<file path="src/hdl/sbh_pkg.sv">
`timescale 1ns / 1ps

package sbh_pkg;

    typedef logic [31:0] word_t;

    // Sixteen-entry nibble table, indexed by one nibble of the message byte.
    localparam word_t NIB_TABLE [16] = '{
        32'h243F6A88, 32'h85A308D3, 32'h3198A2E0, 32'h3707344A,
        32'h40938222, 32'h99F31D00, 32'h82EFA98E, 32'hC4E6C894,
        32'h52821E63, 32'h8D01377B, 32'hE5466CF3, 32'h4E90C6CC,
        32'h0AC29B7C, 32'h97C50DD3, 32'hF84D5B5B, 32'h54709179
    };

    // Number of rounds in the permutation.
    localparam int PERM_ROUNDS = 10;

    // Left rotation of a 32-bit word by 0 to 31 bits.
    function automatic word_t rotl32(input word_t v, input logic [4:0] n);
        logic [63:0] w;
        begin
            w = {v, v} << n;
            return w[63:32];
        end
    endfunction

    // Right rotation by one bit.
    function automatic word_t rotr1(input word_t v);
        return {v[0], v[31:1]};
    endfunction

    // The ten rounds collapse to one rotation: the half swaps add up to a
    // multiple of 32, so only the key bits that each round uses remain.
    function automatic logic [4:0] perm_amount(input word_t v);
        word_t      key;
        logic [4:0] sum_a;
        logic [4:0] sum_b;
        begin
            sum_a = '0;
            sum_b = '0;
            for (int r = 0; r < PERM_ROUNDS; r++)
            begin
                key = rotl32(v, 5'((3 * r) % 32));
                if (r < PERM_ROUNDS / 2)
                begin
                    sum_a = sum_a + {2'b00, key[2:0]};
                end
                else
                begin
                    sum_b = sum_b + {2'b00, key[2:0]};
                end
            end
            return sum_a + sum_b;
        end
    endfunction

endpackage

</file>
<file path="src/hdl/sbox_rotate_byte_hash.sv">
`timescale 1ns / 1ps
// An accepted transaction that closes a message passes the input register,
// then the result register, before its hash shows on out_valid.
// Throughput: one transaction per cycle when no closing transaction waits;
// the byte absorb, the collapsed permutation rotation and the state update
// all fit between the two registers. A closing transaction waits in the
// input register while an earlier hash is still held in the result register.
// Reset (rst_n low, asynchronous): both registers empty, hash state and byte
// counter cleared to zero.

module sbox_rotate_byte_hash #(
    parameter int PERMUTE_PERIOD = 16
) (
    input  logic                 clk,
    input  logic                 rst_n,
    input  logic                 in_valid,
    output logic                 in_stall,
    input  logic [7:0]           data_byte,
    input  logic                 byte_present,
    input  logic                 end_of_message,
    output logic                 out_valid,
    input  logic                 out_stall,
    output sbh_pkg::word_t       hash_value
);
    import sbh_pkg::*;

    localparam int PW = (PERMUTE_PERIOD > 2) ? $clog2(PERMUTE_PERIOD) : 1;
    localparam logic [PW-1:0] POS_LAST = PW'(PERMUTE_PERIOD - 1);

    // Input register.
    logic       in_valid_reg;
    logic [7:0] byte_reg;
    logic       present_reg;
    logic       last_reg;

    // Running state.
    word_t         state_reg;
    word_t         state_next;
    logic [PW-1:0] pos_reg;
    logic [PW-1:0] pos_next;

    // Result register.
    logic  out_valid_reg;
    word_t hash_reg;
    logic  out_valid_next;

    logic  slot_free;
    logic  proc_en;
    logic  take_in;
    word_t absorbed;
    word_t mixed;
    logic  wrap;

    // Handshake: a stage-one transaction moves on unless it needs the
    // result register and that register is still held.
    assign slot_free = !out_valid_reg || !out_stall;
    assign proc_en   = in_valid_reg && (!last_reg || slot_free);
    assign take_in   = !in_valid_reg || proc_en;
    assign in_stall  = !take_in;

    // Byte absorb: high nibble then low nibble, each followed by a rotate.
    assign absorbed = rotr1(rotr1(state_reg ^ NIB_TABLE[byte_reg[7:4]])
                            ^ NIB_TABLE[byte_reg[3:0]]);
    assign wrap     = (pos_reg == POS_LAST);
    assign mixed    = wrap ? rotl32(absorbed, perm_amount(absorbed)) : absorbed;

    // Next state and counter.
    always_comb
    begin
        state_next = state_reg;
        pos_next   = pos_reg;
        if (proc_en)
        begin
            if (present_reg)
            begin
                state_next = mixed;
                pos_next   = wrap ? '0 : pos_reg + 1'b1;
            end
            if (last_reg)
            begin
                state_next = '0;
                pos_next   = '0;
            end
        end
    end

    // Result valid: loaded by a closing transaction, dropped when taken.
    always_comb
    begin
        out_valid_next = out_valid_reg;
        if (proc_en && last_reg)
        begin
            out_valid_next = 1'b1;
        end
        else if (!out_stall)
        begin
            out_valid_next = 1'b0;
        end
    end

    // Control registers.
    always_ff @(posedge clk or negedge rst_n)
    begin
        if (!rst_n)
        begin
            in_valid_reg  <= 1'b0;
            out_valid_reg <= 1'b0;
            state_reg     <= '0;
            pos_reg       <= '0;
        end
        else
        begin
            if (take_in)
            begin
                in_valid_reg <= in_valid;
            end
            out_valid_reg <= out_valid_next;
            state_reg     <= state_next;
            pos_reg       <= pos_next;
        end
    end

    // Payload registers.
    always_ff @(posedge clk)
    begin
        if (take_in)
        begin
            byte_reg    <= data_byte;
            present_reg <= byte_present;
            last_reg    <= end_of_message;
        end
        if (proc_en && last_reg)
        begin
            hash_reg <= present_reg ? mixed : state_reg;
        end
    end

    assign out_valid  = out_valid_reg;
    assign hash_value = hash_reg;

    // A closing transaction always lands in the result register.
    a_last_loads: assert property (@(posedge clk) disable iff (!rst_n)
        proc_en && last_reg |=> out_valid_reg)
        else $error("closing transaction did not produce a result");

    // The state and counter restart after a message ends.
    a_last_clears: assert property (@(posedge clk) disable iff (!rst_n)
        proc_en && last_reg |=> (state_reg == '0) && (pos_reg == '0))
        else $error("state not cleared after end of message");

    // The byte counter never passes the permutation period.
    a_pos_range: assert property (@(posedge clk) disable iff (!rst_n)
        pos_reg <= POS_LAST)
        else $error("byte counter out of range");

    // An empty input register never holds off the sender.
    a_empty_ready: assert property (@(posedge clk) disable iff (!rst_n)
        !in_valid_reg |-> !in_stall)
        else $error("stall raised with empty input register");

endmodule

</file>
<file path="config.mk">
export PLATFORM = sky130hd
export DESIGN_NAME = sbox_rotate_byte_hash
export DESIGN_NICKNAME = d
export VERILOG_FILES = /design/src/hdl/sbh_pkg.sv /design/src/hdl/sbox_rotate_byte_hash.sv
export SDC_FILE = /design/constraint.sdc
export NUM_CORES = 1
export LEC_CHECK = 0
export ABC_AREA = 1
export BUFFER_PORTS_ARGS = -buffer_cell sky130_fd_sc_hd__buf_2
export CORE_MARGIN = 4
export CORE_UTILIZATION = 25
export CTS_CLUSTER_SIZE = 16
export DETAILED_ROUTE_END_ITERATION = 7
export PLACE_DENSITY = 0.41
export SLEW_MARGIN = 0
export SYNTH_ARGS = -nofsm -noshare
export SYNTH_HDL_FRONTEND = slang
export SYNTH_SLANG_ARGS = --single-unit
export TNS_END_PERCENT = 100
</file>
<file path="constraint.sdc">
create_clock -name clk -period 5.7 [get_ports clk]
set_input_delay 0.285 -clock clk [delete_from_list [all_inputs] [get_ports clk]]
set_output_delay 0.285 -clock clk [all_outputs]
set_load 0.02 [all_outputs]
</file>
After elaboration in Yosys (flattened, before gate mapping)
Memory sizes are Yosys's and may differ from the RTL's.
Index checks and enable logic that the tools add are counted.
W data, S select, Z words.
{ "word_totals": {"regBits": 80, "mem_count": 2, "wordCells": 53, "latchBits": 0, "ram_bits": 0, "rom_bits": 1024} }
{ "op_classes": {"mux": 12, "reduce_logical": 12, "shifts": 1, "bitwise_logic": 4, "n_div": 0, "magnitude_cmp": 2, "n_addsub": 10, "multipliers": 0, "eq_ne": 2} }
{ "mem_list": {"columns": ["name", "depth", "width", "rd", "rd_clocked_by_memory_dff", "wr", "line", "text"], "rows": [
  ["(no name shown)", 16, 32, 1, 0, 0, "sbox_rotate_byte_hash.sv:63", "^ NIB_TABLE[byte_reg[3:0]]);"],
  ["(no name shown)", 16, 32, 1, 0, 0, "sbox_rotate_byte_hash.sv:62", "assign absorbed = rotr1(rotr1(state_reg ^ NIB_TABLE[byte_reg[7:4]])"]
]} }
{ "ops": {"columns": ["operator", "count"], "rows": [
  ["$mux W32", 7],
  ["$shl A64 B5 Y64", 1],
  ["$xor A32 B32 Y32", 2],
  ["$add A5 B3 Y5", 4],
  ["$mux W4", 3],
  ["$add A4 B3 Y5", 2],
  ["$ge A5 B5 Y1 const B", 2],
  ["$not A4 Y5", 2],
  ["$add A3 B3 Y4", 2],
  ["$add A5 B5 Y5", 1],
  ["$logic_not A1 Y1", 5],
  ["$add A4 B1 Y4 const B", 1],
  ["$eq A4 B4 Y1 const B", 1],
  ["$logic_or A1 B1 Y1", 3],
  ["$logic_and A1 B1 Y1", 2],
  ["$mux W1", 2],
  ["$ne A2 B1 Y1 const B", 1],
  ["$reduce_and A2 Y1", 1],
  ["$reduce_bool A2 Y1", 1]
]} }

Depth between registers and ports, before layout
{ "depth": {"word_depth": 15, "depth_mapped": 32} }

Worst setup path before layout
No wires, ideal clock.
{ "synth_timing": {"path_type": "register to register", "start": "register byte_reg[0]", "end": "register hash_reg[13], in the netlist hash_value[13] (data pin)", "n_path_buf": 2, "t_required_ps": 5442, "period_less_slack_ps": 5448, "arrival_ps": 5191, "path_stages_with_launch": 28, "slack_ps": 252, "setup_ps": 258, "cell_sequence": "edfxtp_1 inv_1 ha_1 inv_1 nand2_1 nand3_1 nand2_1 inv_1 nand2_1 nand2_1 fa_1 fa_1 fa_1 fa_1 inv_1 fa_1 clkbuf_1 inv_1 buf_1 nand3_1 nand3_1 nand3_1 nand3_1 nand2_1 inv_1 nand2_1 nand2_1 nand2_1"} }
{ "synth_between": {"elab_chain_cells": 13} }
{ "synth_lines": {"columns": ["element", "line", "text"], "rows": [
  ["start, declared", "sbox_rotate_byte_hash.sv:32", "logic [7:0] byte_reg;"],
  ["start signal, assigned", "sbox_rotate_byte_hash.sv:128", "byte_reg <= data_byte;"],
  ["$not A4 Y5 (not written as such) (*)", "sbox_rotate_byte_hash.sv:63", null],
  ["$mem_v2 Z16 W32 (*)", null, null],
  ["$mux W32 (not written as such) (*) (2 in a row)", "sbox_rotate_byte_hash.sv:63", null],
  ["$xor A32 B32 Y32 (*)", "sbox_rotate_byte_hash.sv:63", null],
  ["$add A3 B3 Y4, on equally long branches", "sbh_pkg.sv:46, sbh_pkg.sv:50", null],
  ["$add A4 B3 Y5, on equally long branches", "sbh_pkg.sv:46, sbh_pkg.sv:50", null],
  ["$add A5 B3 Y5, on equally long branches (2 in a row)", "sbh_pkg.sv:46, sbh_pkg.sv:50", null],
  ["$add A5 B5 Y5", "sbh_pkg.sv:53", "return sum_a + sum_b;"],
  ["$shl A64 B5 Y64", "sbh_pkg.sv:22", "w = {v, v} << n;"],
  ["$mux W32 (*)", "sbox_rotate_byte_hash.sv:65", "assign mixed = wrap ? rotl32(absorbed, perm_amount(absorbed)) : absorbed;"],
  ["$mux W32 (*)", "sbox_rotate_byte_hash.sv:134", "hash_reg <= present_reg ? mixed : state_reg;"],
  ["end signal, assigned", "sbox_rotate_byte_hash.sv:134", null],
  ["end, declared", "sbox_rotate_byte_hash.sv:44", "word_t hash_reg;"]
]} }
Mark *: on every way between the ends. The rest lies on a longest branch, timed or not. The select of a mux whose other input is x is not followed.
A chain may end at the register's enable or synchronous reset.

Worst setup path after layout
{ "layout_timing": {"start": "register byte_reg[5]", "end": "register hash_reg[23], in the netlist hash_value[23] (data pin)"} }
{ "layout_between": {"elab_chain_cells": 14} }
{ "layout_lines": {"columns": ["element", "line"], "rows": [
  ["$not A4 Y5 (not written as such) (*)", "sbox_rotate_byte_hash.sv:62"],
  ["$mem_v2 Z16 W32 (*)", null],
  ["$mux W32 (not written as such) (*) (2 in a row)", "sbox_rotate_byte_hash.sv:62"],
  ["$xor A32 B32 Y32 (*)", "sbox_rotate_byte_hash.sv:62"],
  ["$xor A32 B32 Y32 (*)", "sbox_rotate_byte_hash.sv:63"],
  ["$add A3 B3 Y4, on equally long branches", "sbh_pkg.sv:46, sbh_pkg.sv:50"],
  ["$add A4 B3 Y5, on equally long branches", "sbh_pkg.sv:46, sbh_pkg.sv:50"],
  ["$add A5 B3 Y5, on equally long branches (2 in a row)", "sbh_pkg.sv:46, sbh_pkg.sv:50"],
  ["$add A5 B5 Y5", "sbh_pkg.sv:53"],
  ["$shl A64 B5 Y64", "sbh_pkg.sv:22"],
  ["$mux W32 (*)", "sbox_rotate_byte_hash.sv:65"],
  ["$mux W32 (*)", "sbox_rotate_byte_hash.sv:134"]
]} }
Marked as above.

==> reports/qor.csv <==
stage;metric;value;unit
place;RD Place Congestion;0.930;
timing;Pins Over Slew Limit;0;
timing;Final Skew;0.0142;ns
cells_and_area;fill count;3528;
worst_setup_path;worst-case reg-to-reg path depth;42;
worst_setup_path;WS Path Type;register to register;
worst_setup_path;Bufs and invs on worst path;27;
drt;via count;10600;
logic_synthesis;Seq/Total Area, Yosys;0.256;
cts;clk buf depth;2;
drt;Remaining DRCs;0;
logic_synthesis;Yosys Warn Count;0;
cells_and_area;area occupied by multi-input gates;0.00683;sq mm
cells_and_area;NumNets Final;1706;
die;Cell Rows;67;
global_routing;largest net degree at the start of global routing;53;
logic_synthesis;Synth area leader;nand2_1;
flow_run;max_cap viols;0;
die;Initial Utilization;0.256;
global_routing;first-pass GRT wire length;62600;microns
cells_and_area;Ant. Diodes;0;
global_routing;vias in the first global route;9826;
logic_synthesis;Top FF cell, synth;edfxtp_1;
logic_synthesis;Post-Syn Nets;1471;
cts;TritonCTS clock tree;built;
timing;worst rel slew slack;0.366;
logic_synthesis;Synth area leaders;nand2_1, nand3_1, edfxtp_1;
worst_setup_path;crit end category;register;
cells_and_area;Layout Utilization;0.382;
drt;vias per inst;5.04;
worst_setup_path;Critical Path AT;5.86;ns
timing;final worst setup slack;-0.0740;ns
worst_setup_path;Worst EP required;5.79;ns
timing;Final period util;1.01;
logic_synthesis;Post-Syn Area;0.00864;sq mm
global_routing;initial antenna violation count;0;
cells_and_area;layout cell share with drive strength beyond 1;0.362;
drt;ANT nets after route;0;
run_status;failing checks;setup timing;
worst_setup_path;Slowest-stage cell, CP;edfxtp_1;
die;die area;0.0376;sq mm
place;Detailed Place HPWL;33000;microns
logic_synthesis;top-count cell post-synth;nand2_1;
drt;routed len/inst;20.6;microns
global_routing;GRT overflow;0;
worst_setup_path;startpoint types;register;
worst_setup_path;most used cell, CP;buf_4;
run_status;outcome;finished with violations;
drt;iteration count of the initial detailed-routing pass;7;
logic_synthesis;Netlist cell types;38;
timing;Final Hold Violating Endpoints;0;
timing;Slew @ Worst Pin;0.951;ns
cells_and_area;register area;0.00221;sq mm
die;chip width;194;microns
cts;clock root cell;clkbuf_16;
die;# IOs;48;
worst_setup_path;CP top delay family;buffers and inverters;
cts;H-tree levels;3;
timing;final hold slack;0.0593;ns
worst_setup_path;Critical Path Fanout Max;5;
logic_synthesis;asr flop ratio synth;0.475;
drt;Detailed Route Iter0 Violations;1113;
global_routing;Tot GR Track Use;0.218;
cells_and_area;Area growth syn-to-layout;49.6;%
cts;worst skew pair latency;0.36;ns
logic_synthesis;Synth Register Bits;80;
cts;CTS clk-pin slew, worst paths;0.07;ns
worst_setup_path;WP depth;42;
logic_synthesis;Post-synth top cells;nand2_1, nand3_1, inv_1;
timing;unrepaired setup endpoints after global routing;yes;
die;area of the core;0.0338;sq mm
place;DP Worst Slack;-0.207;ns
timing;Fmax;173;MHz
timing;Final Setup Violations;2;
worst_setup_path;slowest stage delay, CP;0.51;ns
drt;total wire length;43200;microns
place;Port-buffer cells;47;
logic_synthesis;top cell type's share of synthesized area;0.245;
cts;total CTS buffers;9;
cts;hold-fix buffers at CTS;0;
cells_and_area;Finished Layout Cells;2102;
die;die height;194;microns
logic_synthesis;cell count after synthesis;1414;
worst_hold_path;hold crit path type;input port to async pin;
timing;time the worst path needs with I/O delays and setup;5.77;ns
logic_synthesis;Post-synth EDFFs;42;
cts;CTS Sinks;80;
logic_synthesis;synthesized area per cell;6.11;sq um
place;Post-Place Cells;2018;
worst paths after layout:
path	startpoint	endpoint	slack [ns]
worst max-delay path	byte_reg[5]	hash_value[23]	-0.07
worst min-delay path	rst_n	state_reg[11]	0.06
worst max register to register	byte_reg[5]	hash_value[23]	-0.07
worst min register to register	state_reg[1]	state_reg[1]	0.53
max in group asynchronous	rst_n	state_reg[23]	5.02
min in group clk	data_byte[5]	byte_reg[5]	0.09
cell families after synthesis:
family | count (synthesis) | synth area share
simple gates | 1021 | 0.521
buf+inv | 201 | 0.0956
flops | 80 | 0.256
compound gates | 61 | 0.0385
fa+ha+maj | 43 | 0.0806
xor+xnor | 8 | 0.00811
worst register-to-register path, delay by kind of cell, from the launching register on:
family | cells | cell delay [ns]
flops | 1 | 0.51
buf+inv | 27 | 3.29
simple gates | 14 | 1.38
fa+ha+maj | 1 | 0.33
cell type report:
| cell class | count | share of cell area |
|---|---|---|
| clock inverter | 7 | 0.00833 |
| tap | 448 | 0.0434 |
| clock buffer | 9 | 0.0174 |
| multi-input combinational | 1133 | 0.528 |
| sequential | 80 | 0.171 |
| timing repair buffer | 290 | 0.191 |
| inverter | 135 | 0.0398 |
layer usage:
| layer | vias up | part of all wire | track usage |
|---|---|---|---|
| met2 | 402 | 0.45 | 0.343 |
| met3 | 79 | 0.054 | 0.0243 |
| met4 | 0 | 0.044 | 0.0831 |
| li1 | 5099 | - | - |
| met5 | - | 0 | 0 |
| met1 | 5022 | 0.45 | 0.307 |
layout by cell type, fill, tap and decap left out, types with 16 or more instances in the layout:
master	instances
buf_12	16
buf_2	47
buf_4	203
dfrtp_1	38
edfxtp_1	42
fa_1	16
inv_1	110
inv_2	21
nand2_1	479
nand2_2	80
nand3_1	248
nand3_2	127
nand3b_1	27
o21ai_0	26
per-stage QoR:
step / TNS [ns] / instance area [sq um]
3_5_place_dp: -6.03 / 10600
6_report: -0.113 / 12900
4_1_cts: 0 / 11500
2_1_floorplan: 0 / 8640
5_1_grt: -10.77 / 12900
3_3_place_gp: -5.66 / 10600
repair_timing:
item	CTS	global route
pin swaps	22	41
buffers inserted	31	28
gates resized for setup	77	244
setup endpoints to repair	62	64
gates cloned	2	7
Power is not shown: default switching activity piles up to over one toggle a cycle in this logic, so the estimate is an artifact.
